--- config.mk ---
export PLATFORM = sky130hd
export DESIGN_NAME = q16_signed_divider
export DESIGN_NICKNAME = d
export VERILOG_FILES = /design/src/hw/rtl/qsd_pkg.sv /design/src/hw/rtl/qsd_core.sv /design/src/hw/rtl/q16_signed_divider.sv
export SDC_FILE = /design/constraint.sdc
export NUM_CORES = 1
export LEC_CHECK = 0
export ABC_CLOCK_PERIOD_IN_PS = 9700
export BUFFER_PORTS_ARGS = -buffer_cell sky130_fd_sc_hd__buf_4
export CORE_UTILIZATION = 55
export CTS_BUF_LIST = sky130_fd_sc_hd__clkbuf_4
export CTS_CLUSTER_DIAMETER = 60
export DETAILED_ROUTE_END_ITERATION = 8
export PLACE_DENSITY = 0.83
export SYNTH_ARGS = -nofsm -noshare
export SYNTH_HDL_FRONTEND = slang
export SYNTH_SLANG_ARGS = --single-unit
--- constraint.sdc ---
create_clock -name clk_i -period 9.7 [get_ports clk_i]
set_input_delay 2.425 -clock clk_i [delete_from_list [all_inputs] [get_ports clk_i]]
set_output_delay 2.425 -clock clk_i [all_outputs]
set_load 0.1 [all_outputs]
--- src/hw/rtl/qsd_pkg.sv ---
// Package for the signed Q16.16 divider: fixed-point format constants
// and the request and response structs between the top level and its core.
// Depends on nothing.
package qsd_pkg;

  localparam int unsigned FracBits = 16;
  localparam int unsigned DataW    = 32;
  // Shifted dividend magnitude with one spare leading bit.
  localparam int unsigned NumW     = DataW + FracBits + 1;
  localparam int unsigned StepW    = $clog2(DataW);

  localparam logic [DataW-1:0] PosSat = {1'b0, {(DataW-1){1'b1}}};
  localparam logic [DataW-1:0] NegSat = {1'b1, {(DataW-1){1'b0}}};

  typedef struct packed {
    logic              start;
    logic [NumW-1:0]   num;
    logic [DataW-1:0]  den;
  } core_req_t;

  typedef struct packed {
    logic              done;
    logic              big;
    logic [DataW-1:0]  quo;
  } core_rsp_t;

endpackage

--- src/hw/rtl/qsd_core.sv ---
// Iterative unsigned restoring divider core of the signed Q16.16 divider.
// Uses qsd_pkg for widths and the request and response structs.
module qsd_core
  import qsd_pkg::*;
(
  input  logic      clk_i,
  input  logic      rst_ni,
  input  core_req_t req_i,
  output core_rsp_t rsp_o
);

  typedef enum logic [1:0] {
    C_IDLE,
    C_CHECK,
    C_DIV
  } core_state_e;

  core_state_e      state_q;
  logic [NumW-1:0]  num_q;
  logic [DataW-1:0] den_q;
  logic [DataW-1:0] rem_q;
  logic [StepW-1:0] cnt_q;
  logic             big_q;
  logic             done_q;

  logic [DataW-1:0] top_ext;
  logic [DataW:0]   trial;
  logic [DataW:0]   diff;
  logic             ge;

  assign top_ext = DataW'(num_q[NumW-1:DataW]);
  assign trial   = {rem_q, num_q[DataW-1]};
  assign diff    = trial - {1'b0, den_q};
  assign ge      = trial >= {1'b0, den_q};

  always_ff @(posedge clk_i or negedge rst_ni) begin
    if (!rst_ni) begin
      state_q <= C_IDLE;
      cnt_q   <= '0;
      big_q   <= 1'b0;
      done_q  <= 1'b0;
    end else begin
      done_q <= 1'b0;
      unique case (state_q)
        C_IDLE: begin
          if (req_i.start) begin
            num_q   <= req_i.num;
            den_q   <= req_i.den;
            big_q   <= 1'b0;
            state_q <= C_CHECK;
          end
        end
        C_CHECK: begin
          // Quotient of 2^32 or more shows up as top bits not below the divisor.
          if (top_ext >= den_q) begin
            big_q   <= 1'b1;
            done_q  <= 1'b1;
            state_q <= C_IDLE;
          end else begin
            rem_q   <= top_ext;
            cnt_q   <= '0;
            state_q <= C_DIV;
          end
        end
        C_DIV: begin
          rem_q            <= ge ? diff[DataW-1:0] : trial[DataW-1:0];
          num_q[DataW-1:0] <= {num_q[DataW-2:0], ge};
          cnt_q            <= cnt_q + 1'b1;
          if (cnt_q == StepW'(DataW - 1)) begin
            done_q  <= 1'b1;
            state_q <= C_IDLE;
          end
        end
        default: state_q <= C_IDLE;
      endcase
    end
  end

  assign rsp_o.done = done_q;
  assign rsp_o.big  = big_q;
  assign rsp_o.quo  = num_q[DataW-1:0];

endmodule

--- src/hw/rtl/q16_signed_divider.sv ---
// Top level of the signed Q16.16 divider: handshake, sign handling and saturation.
// Depends on qsd_pkg and instantiates qsd_core.
//
// This block divides two signed Q16.16 numbers and returns the quotient
// truncated toward zero, one result item for each input item. A zero divisor
// gives a quotient of 0 with divide_by_zero set; a quotient that does not fit
// in 32 bits saturates to the largest or smallest value with overflow set.
// An item goes from acceptance to a valid result in these steps: the core is
// loaded at the accepting edge, then come one overflow check and 32 steps of
// the shared restoring subtract-and-compare unit, the hand-back of the quotient
// to the top level, and the sign fix-up, which waits while the output register
// is full. A zero divisor skips the core and goes straight to the fix-up.
// The block takes a new item only while it is idle, so it cannot take the next
// item until the last one has reached the output register, and the last result
// may still be waiting in the output register at that time.
module q16_signed_divider
  import qsd_pkg::*;
(
  input  logic             clk_i,
  input  logic             rst_ni,
  input  logic             in_valid_i,
  output logic             in_stall_o,
  input  logic [DataW-1:0] dividend_i,
  input  logic [DataW-1:0] divisor_i,
  output logic             out_valid_o,
  input  logic             out_stall_i,
  output logic [DataW-1:0] quotient_o,
  output logic             divide_by_zero_o,
  output logic             overflow_o
);

  typedef enum logic [1:0] {
    S_IDLE,
    S_RUN,
    S_WRAP
  } state_e;

  state_e           state_q;
  logic             neg_q;
  logic             dbz_q;
  logic             big_q;
  logic             out_valid_q;
  logic [DataW-1:0] quotient_q;
  logic             dbz_out_q;
  logic             ovf_out_q;

  logic             in_accept;
  logic             out_free;
  logic [DataW-1:0] mag_a;
  logic [DataW-1:0] mag_b;
  logic [DataW-1:0] quo_neg;
  core_req_t        req;
  core_rsp_t        rsp;

  assign in_accept = in_valid_i && (state_q == S_IDLE);
  assign out_free  = !out_valid_q || !out_stall_i;

  // Unsigned magnitudes: the most negative value maps to 2^31 exactly.
  assign mag_a = dividend_i[DataW-1] ? (~dividend_i + 1'b1) : dividend_i;
  assign mag_b = divisor_i[DataW-1]  ? (~divisor_i + 1'b1)  : divisor_i;

  assign req.start = in_accept && (divisor_i != '0);
  assign req.num   = NumW'(mag_a) << FracBits;
  assign req.den   = mag_b;

  qsd_core u_core (
    .clk_i  (clk_i),
    .rst_ni (rst_ni),
    .req_i  (req),
    .rsp_o  (rsp)
  );

  assign quo_neg = ~rsp.quo + 1'b1;

  always_ff @(posedge clk_i or negedge rst_ni) begin
    if (!rst_ni) begin
      state_q     <= S_IDLE;
      out_valid_q <= 1'b0;
      neg_q       <= 1'b0;
      dbz_q       <= 1'b0;
      big_q       <= 1'b0;
      quotient_q  <= '0;
      dbz_out_q   <= 1'b0;
      ovf_out_q   <= 1'b0;
    end else begin
      if (out_valid_q && !out_stall_i) begin
        out_valid_q <= 1'b0;
      end
      unique case (state_q)
        S_IDLE: begin
          if (in_accept) begin
            neg_q <= dividend_i[DataW-1] ^ divisor_i[DataW-1];
            dbz_q <= (divisor_i == '0);
            big_q <= 1'b0;
            // A zero divisor needs no division at all.
            state_q <= (divisor_i == '0) ? S_WRAP : S_RUN;
          end
        end
        S_RUN: begin
          if (rsp.done) begin
            // The core holds its quotient until the next start, so it is
            // still readable in the fix-up state.
            big_q   <= rsp.big;
            state_q <= S_WRAP;
          end
        end
        S_WRAP: begin
          if (out_free) begin
            out_valid_q <= 1'b1;
            dbz_out_q   <= dbz_q;
            state_q     <= S_IDLE;
            if (dbz_q) begin
              quotient_q <= '0;
              ovf_out_q  <= 1'b0;
            end else if (neg_q) begin
              // Magnitude 2^31 with differing signs is exact.
              if (big_q || (rsp.quo > NegSat)) begin
                quotient_q <= NegSat;
                ovf_out_q  <= 1'b1;
              end else begin
                quotient_q <= quo_neg;
                ovf_out_q  <= 1'b0;
              end
            end else begin
              if (big_q || rsp.quo[DataW-1]) begin
                quotient_q <= PosSat;
                ovf_out_q  <= 1'b1;
              end else begin
                quotient_q <= rsp.quo;
                ovf_out_q  <= 1'b0;
              end
            end
          end
        end
        default: state_q <= S_IDLE;
      endcase
    end
  end

  assign in_stall_o       = (state_q != S_IDLE);
  assign out_valid_o      = out_valid_q;
  assign quotient_o       = quotient_q;
  assign divide_by_zero_o = dbz_out_q;
  assign overflow_o       = ovf_out_q;

endmodule

### Word level (Yosys, flattened, before mapping)

Index checks and enable logic that the tools add are counted.

* output and inout port bits: 36
* input bits: 68
* register bits: 161
* word-level logic and storage cells: 107

* add/subtract/negate cells: 5
* eq/ne operators: 12
* magnitude comparators: 3
* mux-type cells: 38
* reduce and logical (&&, ||, !) cells: 27
* bitwise logic cells: 4

Operators by type and width (count)
* 32-bit two-way mux: 7
* 32-bit one-hot mux with 2 select lines: 2
* 32-bit by 1-bit adder with 32-bit output (second input constant): 3
* 32-bit NOT: 3
* 31-bit two-way mux: 2
* 33-bit by 32-bit >= comparator with 1-bit output: 1
* 16-bit by 32-bit >= comparator with 1-bit output: 1
* 32-bit greater-than comparator (second input constant): 1
* 32-bit zero test: 1
* 32-bit nonzero test: 1
* 32-bit subtractor: 1
* 3-bit AND reduction: 6
* 2-bit two-way mux: 7
* 1-bit two-way mux: 13
* 2-bit one-hot mux with 3 select lines: 2
* 5-bit one-hot mux with 2 select lines: 1
* 2-bit nonzero test: 5
* 2-bit != test (second input constant): 4
* 2-bit AND reduction: 4
* 2-bit by 1-bit != test with 1-bit output (second input constant): 3
* 1-bit one-hot mux with 2 select lines: 3
* 5-bit by 1-bit adder with 5-bit output (second input constant): 1
* 5-bit == test (second input constant): 1
* 5-bit two-way mux: 1
* other kinds (7): 15

### Depth between registers and ports, before layout

* depth in word-level cells: 5
* depth in mapped cells: 13
* mapped depth without buffers: 11

### By module

A second synthesis with hierarchy kept.

* cells, all modules: 1189
* area, all modules: 11439.7 um2

By module, submodules not included
* qsd_core: cells an instance 686, area an instance 7582.3 um2, seq. area each 3618.5 um2, times used 1
* q16_signed_divider: cells an instance 503, area an instance 3857.4 um2, seq. area each 1001.0 um2, times used 1

### Least setup slack after synthesis

OpenSTA, ideal clock, no wires.

* path type: in2reg
* start: input divisor_i[0]
* end: register u_core.den_q[0], enable pin
* data required time: 9246 ps
* library setup time: 454 ps
* buffers on the path: 0
* slack: 3934 ps
* data arrival time: 5312 ps
* stages: 8
* path through: inv_1 ha_1 nand4b_1 nor3_1 nand4_1 and2_1 nand2_1 nor2_1

* word-level cells in the longest chain between the ends: 3

Ends and longest elaborated chain
* start, declared: line q16_signed_divider.sv:24 `input logic [DataW-1:0] divisor_i,`
* 32-bit nonzero test: line q16_signed_divider.sv:62 `assign req.start = in_accept && (divisor_i != '0);`
* 1-bit logical AND: line q16_signed_divider.sv:62
* 3-bit AND reduction (no line)
* end signal, assigned: line qsd_core.sv:48 `den_q <= req_i.den;`
* end, declared: line qsd_core.sv:20 `logic [DataW-1:0] den_q;`

Every way passes these cells.
A chain may end at the register's enable or synchronous reset.

### Worst setup path after layout

* start: input divisor_i[17]
* end: register u_core.num_q[33], enable pin

* word-level cells in the longest chain between the ends: 3

Ends and longest elaborated chain
* 32-bit nonzero test: line q16_signed_divider.sv:62
* 1-bit logical AND: line q16_signed_divider.sv:62
* 3-bit AND reduction (no line)
* end signal, assigned: line qsd_core.sv:47 `num_q <= req_i.num;`
* end signal, assigned by index: line qsd_core.sv:67 `num_q[DataW-1:0] <= {num_q[DataW-2:0], ge};`
* end, declared: line qsd_core.sv:19 `logic [NumW-1:0] num_q;`

Every way passes these cells.

==> impl_results.md <==
- Syn nets: 1281
- Worst path bufs/invs: 2
- Startpoint Class: input pin
- Tcrit/Tclk final: 50.2%
- Top-Level Pins: 104
- Total CTS buffers: 17
- Setup Buffers After CTS: 0
- Initial core utilization: a little under three fifths
- Reg2reg setup slack: 5800 ps
- Via count: about 9100
- Buffers added on ports: between 100 and 150
- Cells along the critical path: buf_4 -> or4_1 -> or3_1 -> nor4_1 -> nand4_1 -> and2_1 -> nand2_1 -> nor2_4 -> buf_4
- Pwr per Cell Area: 164 nW/um2
- Die height: about 140 um
- Most frequent cells in the layout: nand2_1 (125), buf_4 (112), edfxtp_1 (112), o21ai_0 (91), nor2_1 (82)
- Area Growth Syn to Fin: 12.0%
- Number of synthesized flops with an enable pin: 112
- Post-DRT Antenna Nets: 0
- Clock Skews: slightly below 30 ps
- Die Wd: approximately 140 um
- CP endpoint kind: register
- Clk sinks: ~160
- Vias in the first global route: approximately 8700
- Avg Vias per Cell: around 6.0
- DRT iter0 DRCs: just over 700
- CTS tree: built
- First-pass GRT wire length: ~42 mm
- # DRC: 0
- Top FF cell, synth: edfxtp_1
- Final core occ: 63.8%
- Worst Hold Class: register to register
- Post-CTS sizing: 0
- CP Class: input pin to register
- Library cells used by synthesis: 67
- Mapped cell area: around 11000 um2
- Fin nets: about 1400
- Worst slack at placement: 4240 ps
- Commonest non-fill, non-tap cell in the layout: nand2_1
- WL per Instance: 17.0 um
- Warnings, synthesis: 0
- Mean Syn Cell Area: roughly 9.3 um2
- Slowest CP cell: or4_1
- Status: finished, final reports clean
- Slowest stage delay, CP: 540 ps
- Worst slew pin tran: around 1100 ps
- Grt total ovfl: 0
- Cell Count, Final, Fillers Out: 1515
- Yosys reg bits: 161
- Placed insts: around 1500
- Post-route minimum period: between 4000 and 5000 ps
- Drt first pass iters: 5
- CP delay by family, top: simple AND/OR/NAND/NOR gates
- # setup viols final: 0
- Hold violation count in the final report: 0
- P_leak: between 4 and 5 nW
- Area contributors post-synth: edfxtp_1 (31%), dfrtp_1 (11%), ha_1 (6.5%)
- Async SR Flop Fraction: 30.4%
- Critical path data required time: roughly 10000 ps
- Worst EP arrival: between 5000 and 6000 ps
- Core box area: roughly 19000 um2
- Total of max-cap violations: 0
- Total GRT Usage: 26.4%
- WL final: 25.8 mm
- Hold_buf cts: 0
- Hpwl dp: roughly 19 mm
- CTS root buffer: clkbuf_4
- Htree depth: 4
- Worst setup margin: roughly 4800 ps
- RSZ-0062 raised after global routing: false
- Layout cells sized above 1: roughly an eighth
- RD Place Congestion: a little over 0.9
- Sequential area share after synthesis: between 40% and 50%
- Worst-Skew Late Latency: roughly 580 ps
- Largest net degree at the start of global routing: roughly 90
- Clock tree buffer depth: 2
- Setup TNS: 0 ps
- Most used cell, CP: buf_4
- Peak Freq: 205 MHz
- Headroom to the max-slew limit: a little over a quarter
- Top-area cell type share of the netlist area: a little under a third
- Worst-path maximum fanout: 48
- Clock transition at path regs: ~140 ps
- Cell taking the most area after synthesis: edfxtp_1
- Die area: around 20000 um2
- Antenna violations before repair: 1
- # rows: 50
- Peak VDD IR: 85.5 uV
- Final max-slew violation count: 0
- Synth Instances: around 1200
## cells by family (layout without fill, tap and decap cells)
| kind of cell | count (synthesis) | count (layout) | synth area share, % |
|---|---|---|---|
| AO/OA/AOI/OAI | 335 | 335 | 19.9 |
| multiplexers | 24 | 24 | 2.25 |
| buffers and inverters | 108 | 206 | 3.82 |
| AND/OR/NAND/NOR | 379 | 379 | 17.4 |
| other | 0 | 1 | 0 |
| adder cells (fa/ha/maj) | 57 | 57 | 6.67 |
| flip-flops | 161 | 161 | 42.5 |
| XOR/XNOR | 92 | 92 | 7.46 |
## path summary, 6_finish.rpt
check,start,to,depth (start not counted)
worst max-delay path,divisor_i[17],u_core.num_q[33],9
worst min-delay path,quotient_o[22],quotient_o[22],2
worst max register to register,u_core.den_q[0],u_core.rem_q[0],10
worst min register to register,quotient_o[22],quotient_o[22],2
max in group asynchronous,rst_ni,quotient_o[27],1
min in group asynchronous,rst_ni,quotient_o[25],1
## tightest hold or removal path, cell delays in order (launching register included)
cell and delay, ps:
dfrtp_1 370, nand2_1 50, nand2_1 50
## per-layer routing
layer | vias up | GRT usage [%] | wire [um]
met4 | 0 | 9.90 | 649
li1 | 4429 | - | -
met1 | 4319 | 34.7 | 11500
met5 | - | 0 | 0
met2 | 307 | 44.0 | 12400
met3 | 49 | 4.14 | 1340
## flip-flops by register name (all words and copies together), names as in the netlist, 2 cells and up
name,count
quotient_o,32
u_core.state_q,2
u_core.num_q,48
u_core.cnt_q,5
state_q,2
u_core.rem_q,32
u_core.den_q,32
## report_power, final
group	internal, mW	switching [mW]	leakage [nW]
Combinational	0.263	0.437	3.20
Clock	0.160	0.254	0.161
Sequential	0.829	0.0442	1.61
Total	1.25	0.736	4.97
## synthesized netlist by cell type (all sizes together) (10+ instances only)
cell type	instances
a21o	34
mux2i	22
a21oi	80
nor2	84
clkbuf	40
nand3	26
nand2	125
or4	13
a211oi	13
or3	21
and2	20
o31ai	27
nand2b	17
o211ai	10
o221ai	13
ha	56
o21ai	91
xor2	25
inv	61
nor4	12
xnor2	67
nor3	19
dfrtp	49
edfxtp	112
## layout make-up
class / count / area (um2)
Antenna cell: 1 / 2.50
Clock buffer: 18 / 135
Clock inverter: 14 / 154
Fill cell: 1516 / 6850
Inverter: 62 / 233
Multi-Input combinational cell: 887 / 5820
Sequential cell: 161 / 4590
Tap cell: 260 / 325
Timing Repair Buffer: 112 / 841
## metrics by stage
| stage | cell area [um2] | hold slack (ps) | power [mW] |
|---|---|---|---|
| floorplan | 10800 | 474 | 1.39 |
| global placement | 11800 | 454 | 1.55 |
| detailed placement | 11800 | 458 | 1.57 |
| CTS | 12100 | 492 | 1.99 |
| global route | 12100 | 510 | 2.10 |
| finish | 12100 | 488 | 1.99 |
Power figures use the tool's default switching activity.
